[config.mk]
export PLATFORM = sky130hd
export DESIGN_NAME = button_datagram_parser
export DESIGN_NICKNAME = d
export VERILOG_FILES = /design/src/hdl/bdp_pkg.sv /design/src/hdl/bdp_parser.sv /design/src/hdl/bdp_emitter.sv /design/src/hdl/button_datagram_parser.sv
export SDC_FILE = /design/constraint.sdc
export NUM_CORES = 1
export LEC_CHECK = 0
export ABC_AREA = 0
export BUFFER_PORTS_ARGS = -buffer_cell sky130_fd_sc_hd__buf_2
export CORE_MARGIN = 2
export CORE_UTILIZATION = 57
export CTS_BUF_LIST = sky130_fd_sc_hd__clkbuf_8
export DETAILED_ROUTE_END_ITERATION = 6
export PLACE_DENSITY = 0.88
export SKIP_LAST_GASP = 1
export SLEW_MARGIN = 5
export SYNTH_ARGS = -nofsm -noshare
export SYNTH_HDL_FRONTEND = slang
export SYNTH_SLANG_ARGS = --single-unit
[constraint.sdc]
create_clock -name i_clk -period 4 [get_ports i_clk]
set_input_delay 0.8 -clock i_clk [delete_from_list [all_inputs] [get_ports i_clk]]
set_output_delay 0.8 -clock i_clk [all_outputs]
set_load 0.01 [all_outputs]
[src/hdl/bdp_pkg.sv]
// bdp_pkg: shared types and constants for the button datagram parser.
// No dependencies.
package bdp_pkg;

    localparam int unsigned PktLen    = 36;
    localparam int unsigned CountW    = 6;
    localparam int unsigned NumBits   = 16;
    localparam int unsigned BitIdxW   = 4;
    localparam logic [7:0]  VERSION   = 8'h01;
    localparam logic [7:0]  FULL_MASK = 8'h02;
    // bits 0..3 never produce events
    localparam logic [15:0] EVENT_MASK = 16'hFFF0;

    localparam logic [7:0] MAGIC [4] = '{8'h42, 8'h4D, 8'h49, 8'h52};

    localparam logic [1:0] KIND_PRESS   = 2'd0;
    localparam logic [1:0] KIND_RELEASE = 2'd1;
    localparam logic [1:0] KIND_STATUS  = 2'd2;

    // one finished datagram, handed from the parser to the event emitter
    typedef struct packed {
        logic        valid;
        logic        ok;
        logic [15:0] pressed;
        logic [15:0] released;
        logic [15:0] held;
    } t_job;

endpackage

[src/hdl/bdp_parser.sv]
// bdp_parser: byte-serial header check and word capture, held button update.
// Depends on bdp_pkg.
module bdp_parser (
    input  logic          i_clk,
    input  logic          i_rst_n,
    input  logic          i_accept,
    input  logic [7:0]    i_data_byte,
    input  logic          i_end_of_datagram,
    output bdp_pkg::t_job o_job
);
    import bdp_pkg::*;

    logic [CountW-1:0] r_count, n_count;
    logic              r_hok, n_hok;
    logic              r_full, n_full;
    logic [15:0]       r_after, n_after;
    logic [15:0]       r_pr, n_pr;
    logic [15:0]       r_rl, n_rl;
    logic [15:0]       r_held, n_held;
    t_job              job;

    always_comb begin
        n_count = r_count;
        n_hok   = r_hok;
        n_full  = r_full;
        n_after = r_after;
        n_pr    = r_pr;
        n_rl    = r_rl;
        n_held  = r_held;
        job     = '0;
        if (i_accept && (r_count < CountW'(PktLen))) begin
            if (r_count inside {[0:3]}) begin
                if (i_data_byte != MAGIC[r_count[1:0]]) begin
                    n_hok = 1'b0;
                end
            end else begin
                case (r_count)
                    6'd4: begin
                        if (i_data_byte != VERSION) begin
                            n_hok = 1'b0;
                        end
                    end
                    6'd5:  n_full = (i_data_byte & FULL_MASK) != 8'h00;
                    6'd30: n_after[15:8] = i_data_byte;
                    6'd31: n_after[7:0]  = i_data_byte;
                    6'd32: n_pr[15:8]    = i_data_byte;
                    6'd33: n_pr[7:0]     = i_data_byte;
                    6'd34: n_rl[15:8]    = i_data_byte;
                    6'd35: n_rl[7:0]     = i_data_byte;
                    default: ;
                endcase
            end
            n_count = r_count + CountW'(1);
        end
        if (i_accept && i_end_of_datagram) begin
            job.valid = 1'b1;
            job.ok    = (n_count >= CountW'(PktLen)) && n_hok;
            if (job.ok) begin
                if (n_full) begin
                    job.pressed  = n_after & ~r_held;
                    job.released = r_held & ~n_after;
                    n_held       = n_after;
                end else begin
                    job.pressed  = n_pr;
                    job.released = n_rl;
                    n_held       = (r_held | n_pr) & ~n_rl;
                end
            end
            job.pressed  = job.pressed & EVENT_MASK;
            job.released = job.released & EVENT_MASK;
            job.held     = n_held;
            n_count = '0;
            n_hok   = 1'b1;
            n_full  = 1'b0;
            n_after = '0;
            n_pr    = '0;
            n_rl    = '0;
        end
    end

    always_ff @(posedge i_clk) begin
        if (!i_rst_n) begin
            r_count <= '0;
            r_hok   <= 1'b1;
            r_full  <= 1'b0;
            r_after <= '0;
            r_pr    <= '0;
            r_rl    <= '0;
            r_held  <= '0;
        end else begin
            r_count <= n_count;
            r_hok   <= n_hok;
            r_full  <= n_full;
            r_after <= n_after;
            r_pr    <= n_pr;
            r_rl    <= n_rl;
            r_held  <= n_held;
        end
    end

    assign o_job = job;

endmodule

[src/hdl/bdp_emitter.sv]
// bdp_emitter: walks a finished datagram's edge masks, one item per cycle,
// unless stalled, into the output register. Depends on bdp_pkg.
module bdp_emitter (
    input  logic            i_clk,
    input  logic            i_rst_n,
    input  bdp_pkg::t_job   i_job,
    output logic            o_busy,
    output logic            o_valid,
    input  logic            i_stall,
    output logic [1:0]      o_event_kind,
    output logic [3:0]      o_button_bit,
    output logic            o_accepted,
    output logic [15:0]     o_button_state,
    output logic            o_last_of_run
);
    import bdp_pkg::*;

    logic               r_busy;
    logic               r_ok;
    logic [15:0]        r_pr;
    logic [15:0]        r_rl;
    logic [15:0]        r_held;
    logic               r_ovalid;
    logic [1:0]         r_kind;
    logic [BitIdxW-1:0] r_bit;
    logic               r_acc;
    logic [15:0]        r_state;
    logic               r_last;

    logic [15:0]        pend;
    logic [BitIdxW-1:0] low_bit;
    logic               out_load;
    logic               advance;

    // lowest pending bit
    always_comb begin
        low_bit = '0;
        for (int k = NumBits - 1; k >= 0; k--) begin
            if (pend[k]) begin
                low_bit = BitIdxW'(k);
            end
        end
    end

    assign pend     = r_pr | r_rl;
    assign out_load = !r_ovalid || !i_stall;
    assign advance  = r_busy && out_load;
    // a new job may enter in the cycle the status item loads
    assign o_busy   = r_busy && !(advance && (pend == '0));

    always_ff @(posedge i_clk) begin
        if (!i_rst_n) begin
            r_busy   <= 1'b0;
            r_ovalid <= 1'b0;
        end else begin
            if (advance) begin
                r_ovalid <= 1'b1;
                r_state  <= r_held;
                if (pend == '0) begin
                    r_kind <= KIND_STATUS;
                    r_bit  <= '0;
                    r_acc  <= r_ok;
                    r_last <= 1'b1;
                end else if (r_pr[low_bit]) begin
                    r_kind         <= KIND_PRESS;
                    r_bit          <= low_bit;
                    r_acc          <= 1'b1;
                    r_last         <= 1'b0;
                    r_pr[low_bit]  <= 1'b0;
                end else begin
                    r_kind         <= KIND_RELEASE;
                    r_bit          <= low_bit;
                    r_acc          <= 1'b1;
                    r_last         <= 1'b0;
                    r_rl[low_bit]  <= 1'b0;
                end
            end else if (!i_stall) begin
                r_ovalid <= 1'b0;
            end
            if (i_job.valid) begin
                r_busy <= 1'b1;
                r_ok   <= i_job.ok;
                r_pr   <= i_job.pressed;
                r_rl   <= i_job.released;
                r_held <= i_job.held;
            end else if (advance && (pend == '0)) begin
                r_busy <= 1'b0;
            end
        end
    end

    assign o_valid        = r_ovalid;
    assign o_event_kind   = r_kind;
    assign o_button_bit   = r_bit;
    assign o_accepted     = r_acc;
    assign o_button_state = r_state;
    assign o_last_of_run  = r_last;

endmodule

[src/hdl/button_datagram_parser.sv]
// button_datagram_parser: top level, parser followed by event emitter.
// Depends on bdp_pkg, bdp_parser, bdp_emitter.
//
//  channel  | handshake           | payload
//  ---------+---------------------+----------------------------------------------
//  input    | i_valid / o_stall   | i_data_byte, i_end_of_datagram
//  output   | o_valid / i_stall   | o_event_kind, o_button_bit, o_accepted,
//           |                     | o_button_state, o_last_of_run
//
// One byte transfer per cycle while not stalled. Each byte is absorbed in the
// cycle it arrives; the last byte of a datagram hands a job (edge masks, new
// held state) to the emitter in the same cycle.
// The emitter puts out one item per cycle while the output is not stalled:
// the events of the datagram, then its status item, so a datagram gives
// 1 + (number of events) items, at most 25. The input stalls, whatever the
// byte, while the emitter still holds an earlier job, and output stall
// prolongs this; a byte transfers again in the cycle the status item loads.
// Output stall holds the output register; a new item loads when it empties.
// Reset (synchronous, i_rst_n low) clears parser state, the held buttons and
// the emitter's busy and output valid flags.
module button_datagram_parser (
    input  logic        i_clk,
    input  logic        i_rst_n,
    input  logic        i_valid,
    output logic        o_stall,
    input  logic [7:0]  i_data_byte,
    input  logic        i_end_of_datagram,
    output logic        o_valid,
    input  logic        i_stall,
    output logic [1:0]  o_event_kind,
    output logic [3:0]  o_button_bit,
    output logic        o_accepted,
    output logic [15:0] o_button_state,
    output logic        o_last_of_run
);
    import bdp_pkg::*;

    t_job job;
    logic busy;
    logic accept;

    // the emitter has a single job slot; stall all input while it is taken
    assign o_stall = busy;
    assign accept  = i_valid && !busy;

    bdp_parser u_parser (
        .i_clk             (i_clk),
        .i_rst_n           (i_rst_n),
        .i_accept          (accept),
        .i_data_byte       (i_data_byte),
        .i_end_of_datagram (i_end_of_datagram),
        .o_job             (job)
    );

    bdp_emitter u_emitter (
        .i_clk          (i_clk),
        .i_rst_n        (i_rst_n),
        .i_job          (job),
        .o_busy         (busy),
        .o_valid        (o_valid),
        .i_stall        (i_stall),
        .o_event_kind   (o_event_kind),
        .o_button_bit   (o_button_bit),
        .o_accepted     (o_accepted),
        .o_button_state (o_button_state),
        .o_last_of_run  (o_last_of_run)
    );

endmodule

==> reports/results.tsv, run 1 <==
stage	metric	value	unit
run_status	status	completed	
hold_path	WHS Endpoint	u_emitter.o_button_state[14]	
placed_design	dpl cells	834	
timing	clk_skew	0.0167	ns
critical_path	CP Capture Type	register	
clock_network	Sink Count	147	
synth	Gate Count Post-Synth	659	
global_routing	initial antenna violation count	0	
clock_network	clk slew on worst S/H paths	0.09	ns
cells_and_area	Inserted Diodes	0	
timing	Peak Freq	267	MHz
critical_path	Cell Chain, Critical Path	or4_1 -> nand4b_4 -> o31ai_4 -> buf_4 -> nand3_2 -> nor2_2 -> mux2i_1 -> a21oi_1 -> a211oi_1	
synth	Syn Std Cell Area	6960	µm²
synth	Synth top area share	0.315	
cells_and_area	Final Util	0.652	
clock_network	CTS Buf Count	17	
synth	register area share after synthesis	0.527	
synth	most frequent cell after synthesis	nor2_1	
synth	Avg Synthesized Cell Area	10.6	µm²
floorplanning	die height	115	µm
detailed_routing	# DRC	0	
timing	Setup violations, final	0	
cells_and_area	final layout net count	723	
detailed_routing	DR WL/cell	20.2	µm
cells_and_area	number of fill cells in the layout	879	
critical_path	Worst Path Arrival	3.97	ns
clock_network	maximum buffer depth of the clock tree	2	
synth	Synth async-reset ratio	0	
floorplanning	die area	13100	µm²
pwr	share of power burned in the clock network	0.392	
timing	RSZ-0062 raised after global routing	false	
cells_and_area	non-filler cells, final	866	
timing	Worst-Margin Slew	0.930	ns
pwr	worst vdd ir	0.000168	V
pwr	Seq pwr share	0.551	
synth	post-synth cell types	69	
job	Max-Cap Viols	0	
timing	Hold WS	0.425	ns
detailed_routing	DRT Pass-1 Iters	7	
timing	fin crit share	0.935	
synth	Ys Warns	0	
global_routing	vias in the first global route	5420	
critical_path	worst reg-to-reg setup slack	0.26	ns
pwr	ratio of total power to cell area	379	nW/µm²
cells_and_area	register area	3670	µm²
timing	Hold Vio Cnt, Final	0	
clock_network	CTS root buf	clkbuf_8	
global_routing	residual overflow from global routing	0	
detailed_routing	antenna-violating nets left	0	
synth	cell taking the most area after synthesis	edfxtp_1	
detailed_routing	routed wire length	17500	µm
critical_path	delay-heaviest family, CP	simple AND/OR/NAND/NOR gates	
hold_path	hold depth	0	
pwr	Pint	2.18	mW
hold_path	Hold Crit Class	reg -> reg	
timing	setup tns final	0	ns
critical_path	number of cells on the critical path	9	
synth	prevailing post-synth register cell	dfxtp_1	
cells_and_area	area occupied by multi-input gates	3110	µm²
critical_path	crit path launch type	register	
floorplanning	I/O pins	39	
timing	fin. max-slew vios	0	
critical_path	slowest CP cell	or4_1	
detailed_routing	via count	5517	
pwr	Gate power share	0.057	
detailed_routing	drt initial violations	533	
critical_path	Worst path max stage delay	0.59	ns
critical_path	Worst Path Required	4.23	ns
critical_path	CP Buf/Inv Count	1	
floorplanning	Rows	40	
hold_path	worst hold start	u_emitter.r_held[14]	
synth	Post-synth top cells	87 x nor2_1, 74 x dfxtp_1, 73 x edfxtp_1, 68 x a21oi_1, 36 x mux2i_1	
critical_path	Worst R2R End	u_emitter.r_held[4]	
critical_path	crit-path max FO	9	
critical_path	FF-to-FF Start	u_emitter.r_pr[4]	
placed_design	RePlAce Congestion	0.896	
critical_path	Crit Path Class	reg -> reg	
global_routing	GRT Util Overall	0.278	
floorplanning	Core Region	12000	µm²
placed_design	dpl hpwl	12300	µm
global_routing	first-pass GRT wire length	27600	µm
detailed_routing	vias per cell	6.37	
pwr	Net Sw Power	775	µW
cells_and_area	post-route cell area	7800	µm²
floorplanning	Initial Utilization	0.582	
pwr	Switching Fraction	0.262	
clock_network	CTS tree	yes	
clock_network	Clock Latency Late Sink	0.47	ns
cells_and_area	share of layout cells above drive strength 1	0.196	
placed_design	placed cell area	7410	µm²
synth	Yosys reg bits	147	
clock_network	H-tree depth	4	
placed_design	PortBufs	38	
floorplanning	DIE WIDTH	115	µm
pwr	Static Leak	2.70	nW
timing	slew margin rel.	0.380	
global_routing	maximum number of pins on one net before global-route repair	46	
timing	Final min period	3.74	ns
cells_and_area	area added between synthesis and finish	12.1	%
critical_path	Worst R2R Path Depth	9	
synth	largest cells by area after synthesis	edfxtp_1 31%, dfxtp_1 21%, mux2i_1 5.2%, a21oi_1 4.9%, nor2_1 4.7%	
synth	Post-synth EDFFs	73	
routing by layer:
layer  track usage  vias up  share of wire
li1              -     2536              -
met1         0.353     2638           0.42
met2         0.446      290           0.47
met3        0.0646       53          0.083
met4         0.141        0          0.031
met5             0        -              0
final cells by class:
type	count	area share
clock buffers	17	0.0300
clock inverters	15	0.0200
inverters	11	0.00625
multi-input cells	465	0.398
repair buffers	64	0.0510
well taps	147	0.0236
flip-flops and latches	147	0.471
metrics by stage:
stage                     power (mW)  setup WS [ns]
after floorplan                 1.76          0.175
after global placement          1.82          0.334
after detailed placement        1.83          0.154
after CTS                       2.96          0.135
after global routing            3.04         0.0120
final                           2.95          0.261
worst register-to-register path, cell delays in order, from the launching register on:
cell and delay, ns:
edfxtp_1 0.44, or4_1 0.59, nand4b_4 0.25, o31ai_4 0.42
buf_4 0.23, nand3_2 0.15, nor2_2 0.53, mux2i_1 0.31
a21oi_1 0.16, a211oi_1 0.44
power by group through the flow:
stage | Sequential (mW) | Clock, mW | Combinational (mW)
finish | 1.63 | 1.16 | 0.168
global route | 1.63 | 1.23 | 0.181
CTS | 1.63 | 1.17 | 0.166
detailed placement | 1.66 | 0 | 0.166
global placement | 1.66 | 0 | 0.161
floorplan | 1.66 | 0 | 0.101
sequential cells by signal, indices dropped and copies added, names as in the netlist:
name and count:
u_parser.r_count 6, u_emitter.r_busy 1, u_emitter.r_rl 16, u_emitter.o_valid 1, u_emitter.r_ok 1, u_parser.r_full 1
u_parser.r_held 16, u_emitter.o_button_bit 4, u_parser.r_rl 16, u_emitter.r_pr 16, u_parser.r_hok 1, u_parser.r_after 16
u_emitter.o_last_of_run 1, u_emitter.o_event_kind 2, u_emitter.r_held 16, u_emitter.o_button_state 16, u_parser.r_pr 16, u_emitter.o_accepted 1
what timing repair did:
action                                  4_1_cts  5_1_grt
hold buffers                                  0        0
endpoints found under the setup margin        0       23
resized for setup                             0        2
setup buffers                                 0        0
endpoints found under the hold margin         0        0
cells by family after synthesis:
| logic type | synth area share |
|---|---|
| xor+xnor | 0.00755 |
| mux | 0.0906 |
| flops | 0.527 |
| buf+inv | 0.0313 |
| simple gates | 0.170 |
| other cells | 0.000538 |
| fa+ha+maj | 0.00719 |
| compound gates | 0.165 |
cell usage in the layout, fill, tap and decap left out, drive strengths merged, types with 4 or more instances in the layout:
master	n
a211o	8
a211oi	21
a21oi	68
a22o	12
a22oi	5
a32o	4
and2	11
and3	6
buf	64
clkbuf	17
dfxtp	74
edfxtp	73
ha	4
inv	22
mux2	8
mux2i	44
nand2	32
nand2b	5
nand3	7
nor2	96
nor2b	7
nor3	10
nor3b	9
nor4	10
o21ai	35
o22ai	4
or3	10
or4	4
xnor2	4
how the worst max path moves through the flow:
stage                             from                    to  slack, ns
floorplan            u_emitter.r_pr[8]     u_emitter.r_pr[0]       0.18
global placement     u_emitter.r_pr[4]  u_emitter.r_held[11]       0.33
detailed placement   u_emitter.r_pr[4]    u_parser.r_held[4]       0.15
CTS                  u_emitter.r_pr[4]   u_emitter.r_held[1]       0.13
global route        u_emitter.r_pr[12]  u_emitter.r_held[11]       0.01
finish               u_emitter.r_pr[4]   u_emitter.r_held[4]       0.26
(Power assumes the default switching activity.)
==> inputs of run 2 (changes only) <==
--- a/config.mk
+++ b/config.mk
@@ -8,10 +8,10 @@
 export ABC_AREA = 0
 export BUFFER_PORTS_ARGS = -buffer_cell sky130_fd_sc_hd__buf_2
 export CORE_MARGIN = 2
-export CORE_UTILIZATION = 57
+export CORE_UTILIZATION = 55
 export CTS_BUF_LIST = sky130_fd_sc_hd__clkbuf_8
 export DETAILED_ROUTE_END_ITERATION = 6
-export PLACE_DENSITY = 0.88
+export PLACE_DENSITY = 0.86
 export SKIP_LAST_GASP = 1
 export SLEW_MARGIN = 5
 export SYNTH_ARGS = -nofsm -noshare
==> run 2 against run 1 <==
  * Clock-buffer cell count stayed put
  * Total power is 2.0% higher
  * Worst setup slack worse by 0.036 ns
  * Cell count is 3.5% higher
  * Core utilization is 1.8 points lower
  * Combinational power hardly changed
  * Fmax is 0.94% lower
  * Design area is 1.3% higher
==> reports/results.tsv, run 2 (synthesis gave the netlist of run 1 again) <==
stage	metric	value	unit
timing	Final min period	3.77	ns
clock_network	CTS tree	yes	
hold_path	hold depth	0	
critical_path	crit-path max FO	9	
critical_path	worst reg-to-reg setup slack	0.23	ns
timing	Worst-Margin Slew	0.881	ns
timing	RSZ-0062 raised after global routing	false	
clock_network	CTS Buf Count	17	
cells_and_area	Inserted Diodes	0	
critical_path	Worst Path Arrival	4.00	ns
detailed_routing	DR WL/cell	19.7	µm
pwr	worst vdd ir	0.000195	V
clock_network	Post CTS Setup Buffer Count	0	
placed_design	PortBufs	38	
critical_path	Crit Path Class	reg -> reg	
clock_network	H-tree depth	4	
cells_and_area	most frequent cells in the layout	87 x nor2_1, 74 x dfxtp_1, 73 x edfxtp_1	
placed_design	dpl hpwl	12900	µm
cells_and_area	non-filler cells, final	896	
timing	Setup violations, final	0	
detailed_routing	# DRC	0	
timing	Hold Vio Cnt, Final	0	
timing	fin. max-slew vios	0	
detailed_routing	routed wire length	17700	µm
clock_network	Clock Latency Late Sink	0.47	ns
critical_path	critical path startpoint	u_emitter.r_pr[8]	
clock_network	CTS root buf	clkbuf_8	
critical_path	FF-to-FF Start	u_emitter.r_pr[8]	
floorplanning	Rows	41	
global_routing	GRT Util Overall	0.276	
pwr	Static Leak	2.73	nW
clock_network	maximum buffer depth of the clock tree	2	
cells_and_area	register area	3670	µm²
timing	clk_skew	0.0155	ns
floorplanning	DIE WIDTH	117	µm
timing	setup tns final	0	ns
floorplanning	die area	13600	µm²
detailed_routing	drt initial violations	612	
clock_network	CTS hold repair buffers	0	
timing	slew margin rel.	0.412	
hold_path	Hold Crit Class	reg -> reg	
cells_and_area	area occupied by multi-input gates	3110	µm²
run_status	status	completed	
critical_path	Worst Path Required	4.22	ns
critical_path	CP Capture Type	register	
critical_path	Worst R2R Path Depth	10	
global_routing	vias in the first global route	5463	
global_routing	initial antenna violation count	0	
cells_and_area	number of fill cells in the layout	969	
cells_and_area	area added between synthesis and finish	13.5	%
clock_network	Sink Count	147	
detailed_routing	via count	5530	
critical_path	crit path launch type	register	
detailed_routing	DRT Pass-1 Iters	6	
pwr	ratio of total power to cell area	381	nW/µm²
floorplanning	Core Region	12500	µm²
clock_network	clk slew on worst S/H paths	0.09	ns
timing	Peak Freq	265	MHz
floorplanning	I/O pins	39	
detailed_routing	antenna-violating nets left	0	
detailed_routing	vias per cell	6.17	
job	Max-Cap Viols	0	
floorplanning	Initial Utilization	0.559	
cells_and_area	final layout net count	728	
global_routing	residual overflow from global routing	0	
timing	Hold WS	0.427	ns
cells_and_area	commonest non-fill, non-tap cell in the layout	nor2_1	
placed_design	RePlAce Congestion	1.00	
clock_network	Resized Gates After CTS	0	
global_routing	maximum number of pins on one net before global-route repair	45	
global_routing	first-pass GRT wire length	27800	µm
critical_path	Setup crit end	u_emitter.r_held[11]	
placed_design	dpl cells	864	
critical_path	Worst R2R End	u_emitter.r_held[11]	
cells_and_area	share of layout cells above drive strength 1	0.200	
floorplanning	die height	117	µm
timing	fin crit share	0.944	
==> run 2: changes by cell type in the layout (fill, tap and decap cells not counted) <==
cell	before	now
buf_12	1	2
bufinv_16	1	3
clkinvlp_2	1	0
clkinv_2	0	2
clkinv_4	0	1
inv_6	8	4
inv_1	9	10
inv_4	1	2
clkinvlp_4	2	4
buf_4	25	29
inv_8	4	0
==> run 2: final cells by class <==
type,instances,area share
Clock buffer,17,0.0296
Clock inverter,15,0.0226
Inverter,11,0.00570
Multi-Input combinational cell,465,0.393
Sequential cell,147,0.465
Tap cell,172,0.0272
Timing Repair Buffer,69,0.0567
==> run 2: worst min-delay path by stage <==
stage,from,end,slack [ns]
after floorplan,u_emitter.r_held[0],u_emitter.o_button_state[0],0.40
after global placement,u_emitter.r_held[15],u_emitter.o_button_state[15],0.40
after detailed placement,u_emitter.r_held[10],u_emitter.o_button_state[10],0.41
after CTS,u_emitter.r_held[10],u_emitter.o_button_state[10],0.43
after global routing,u_emitter.r_held[15],u_emitter.o_button_state[15],0.43
final,u_emitter.r_held[15],u_emitter.o_button_state[15],0.43
==> run 2: routing by layer <==
layer | up-vias | track usage | part of all wire
li1 | 2545 | - | -
met1 | 2610 | 0.349 | 0.40
met2 | 319 | 0.443 | 0.48
met3 | 56 | 0.0690 | 0.089
met4 | 0 | 0.140 | 0.035
met5 | - | 0 | 0
==> run 2: through the flow <==
stage          area, µm²  power (mW)  utilization  setup WS, ns
2_1_floorplan       6980        1.76            -         0.175
3_3_place_gp        7490        1.82        0.601         0.360
3_5_place_dp        7490        1.83        0.601         0.314
4_1_cts             7900        3.03        0.634         0.267
5_1_grt             7900        3.10        0.634        0.0986
6_report            7900        3.01        0.634         0.226
==> run 2: worst max-delay path: stages (launching register included) <==
cell	delay, ns
edfxtp_1	0.44
or4_4	0.58
nand4b_1	0.27
o31ai_4	0.39
buf_4	0.23
and2_1	0.15
and3_1	0.39
buf_4	0.23
mux2i_1	0.33
a21oi_1	0.11
a211oi_1	0.41
==> run 2: report_power, final <==
| part | switching (mW) | total [mW] | internal [mW] | leakage, nW |
|---|---|---|---|---|
| Sequential | 0.0218 | 1.63 | 1.61 | 1.30 |
| Clock | 0.596 | 1.22 | 0.621 | 0.201 |
| Combinational | 0.114 | 0.169 | 0.0554 | 1.23 |
| Total | 0.732 | 3.01 | 2.28 | 2.73 |
==> inputs of run 3 (changes only) <==
--- a/config.mk
+++ b/config.mk
@@ -12,6 +12,7 @@
 export CTS_BUF_LIST = sky130_fd_sc_hd__clkbuf_8
 export DETAILED_ROUTE_END_ITERATION = 6
 export PLACE_DENSITY = 0.86
+export SETUP_SLACK_MARGIN = 0.5
 export SKIP_LAST_GASP = 1
 export SLEW_MARGIN = 5
 export SYNTH_ARGS = -nofsm -noshare
==> run 3 against run 2 <==
  * Largest power group unchanged
  * Fmax increased by 7.3%
  * Worst setup slack gained 0.26 ns
  * Global-route usage decreased by 0.099 points
==> reports/results.tsv, run 3 (synthesis gave the netlist of run 1 again) <==
stage	metric	value	unit
pwr	Overall Power	3.00	mW
clock_network	CTS hold repair buffers	0	
detailed_routing	routed wire length	17900	µm
timing	clk_skew	0.0139	ns
pwr	ratio of total power to cell area	374	nW/µm²
floorplanning	die area	13600	µm²
timing	Worst-Margin Slew	0.889	ns
critical_path	Worst Path Arrival	3.76	ns
clock_network	maximum buffer depth of the clock tree	2	
timing	Hold WS	0.422	ns
timing	Final min period	3.52	ns
floorplanning	Core Region	12500	µm²
clock_network	clk slew on worst S/H paths	0.08	ns
placed_design	dpl cells	856	
placed_design	RePlAce Congestion	0.937	
timing	setup tns final	0	ns
timing	fin crit share	0.879	
timing	Hold Vio Cnt, Final	0	
cells_and_area	most frequent cells in the layout	86 x nor2_1, 74 x dfxtp_1, 73 x edfxtp_1	
critical_path	crit path launch type	register	
floorplanning	Initial Utilization	0.559	
clock_network	CTS root buf	clkbuf_8	
critical_path	crit-path max FO	8	
timing	Setup violations, final	0	
critical_path	CP Capture Type	register	
timing	slew margin rel.	0.407	
detailed_routing	DR WL/cell	19.9	µm
cells_and_area	area added between synthesis and finish	15.2	%
clock_network	CTS Buf Count	17	
timing	RSZ-0062 raised after global routing	false	
timing	Peak Freq	284	MHz
global_routing	vias in the first global route	5420	
critical_path	Worst Path Required	4.24	ns
clock_network	Clock Latency Late Sink	0.46	ns
cells_and_area	number of fill cells in the layout	950	
cells_and_area	Inserted Diodes	0	
global_routing	maximum number of pins on one net before global-route repair	46	
detailed_routing	antenna-violating nets left	0	
floorplanning	I/O pins	39	
timing	fin. max-slew vios	0	
placed_design	PortBufs	38	
clock_network	CTS tree	yes	
pwr	Static Leak	2.77	nW
detailed_routing	vias per cell	6.21	
clock_network	H-tree depth	4	
floorplanning	die height	117	µm
detailed_routing	# DRC	0	
global_routing	initial antenna violation count	0	
global_routing	GRT Util Overall	0.275	
pwr	worst vdd ir	0.000192	V
detailed_routing	DRT Pass-1 Iters	5	
placed_design	dpl hpwl	12600	µm
detailed_routing	via count	5571	
cells_and_area	area occupied by multi-input gates	3210	µm²
hold_path	Hold Crit Class	reg -> reg	
cells_and_area	share of layout cells above drive strength 1	0.226	
floorplanning	Rows	41	
clock_network	Sink Count	147	
floorplanning	DIE WIDTH	117	µm
detailed_routing	drt initial violations	668	
cells_and_area	register area	3670	µm²
run_status	status	completed	
global_routing	residual overflow from global routing	0	
global_routing	first-pass GRT wire length	28200	µm
cells_and_area	final layout net count	729	
cells_and_area	non-filler cells, final	897	
critical_path	Crit Path Class	reg -> reg	
cells_and_area	commonest non-fill, non-tap cell in the layout	nor2_1	
job	Max-Cap Viols	0	
## run 3: cell count changes in the layout (fill, tap and decap cells not counted), sizes merged
cell | previous run | this run
clkinv | 3 | 4
buf | 69 | 70
clkinvlp | 4 | 3
inv | 16 | 15
clkbuf | 17 | 18
## run 3: path summary, 6_finish.rpt
kind                   startpoint                            to  slack [ns]  cells after the start
max             u_emitter.r_pr[8]          u_emitter.r_held[15]        0.48                     11
min          u_emitter.r_held[11]  u_emitter.o_button_state[11]        0.42                      0
max reg2reg     u_emitter.r_pr[8]          u_emitter.r_held[15]        0.48                     11
min reg2reg  u_emitter.r_held[11]  u_emitter.o_button_state[11]        0.42                      0
## run 3: routing by layer
layer	vias up	global-route usage	wire, µm	share of wire
met1	2650	0.350	7120	0.40
li1	2548	-	-	-
met3	58	0.0680	1720	0.096
met2	315	0.443	8550	0.48
met4	0	0.129	484	0.027
met5	-	0	0	0
## run 3: worst max-delay path, stage by stage, from the launching register on
cell	delay, ns
edfxtp_1	0.40
or4_4	0.57
nand4b_1	0.28
o31ai_4	0.29
buf_4	0.19
inv_4	0.06
or3_1	0.39
buf_6	0.20
mux2i_4	0.22
o21ai_1	0.25
a21oi_1	0.12
a211oi_2	0.31
## run 3: area by class of cell
cell class                 count  area share
clock buffer                  18      0.0309
timing repair buffer          70      0.0579
tap                          172      0.0268
clock inverter                14      0.0201
multi-input combinational    465       0.400
sequential                   147       0.458
inverter                      11     0.00702
## run 3: through the flow
step                      utilization  instance area [µm²]  setup slack [ns]
after floorplan                     -                 6980             0.636
after global placement          0.595                 7410             0.422
after detailed placement        0.595                 7410             0.298
after CTS                       0.632                 7880             0.452
after global routing            0.644                 8020             0.463
final                           0.644                 8020             0.483
## run 3: report_power, final
part | leakage, nW | internal (mW) | switching, mW
Sequential | 1.30 | 1.61 | 0.0216
Clock | 0.208 | 0.630 | 0.568
Combinational | 1.26 | 0.0580 | 0.117
Total | 2.77 | 2.29 | 0.706
## run 3: repair_timing
action	in CTS	in global routing
pin swaps	1	8
setup endpoints to repair	49	88
resized for setup	16	22
gates cloned	0	1
buffers inserted	0	8
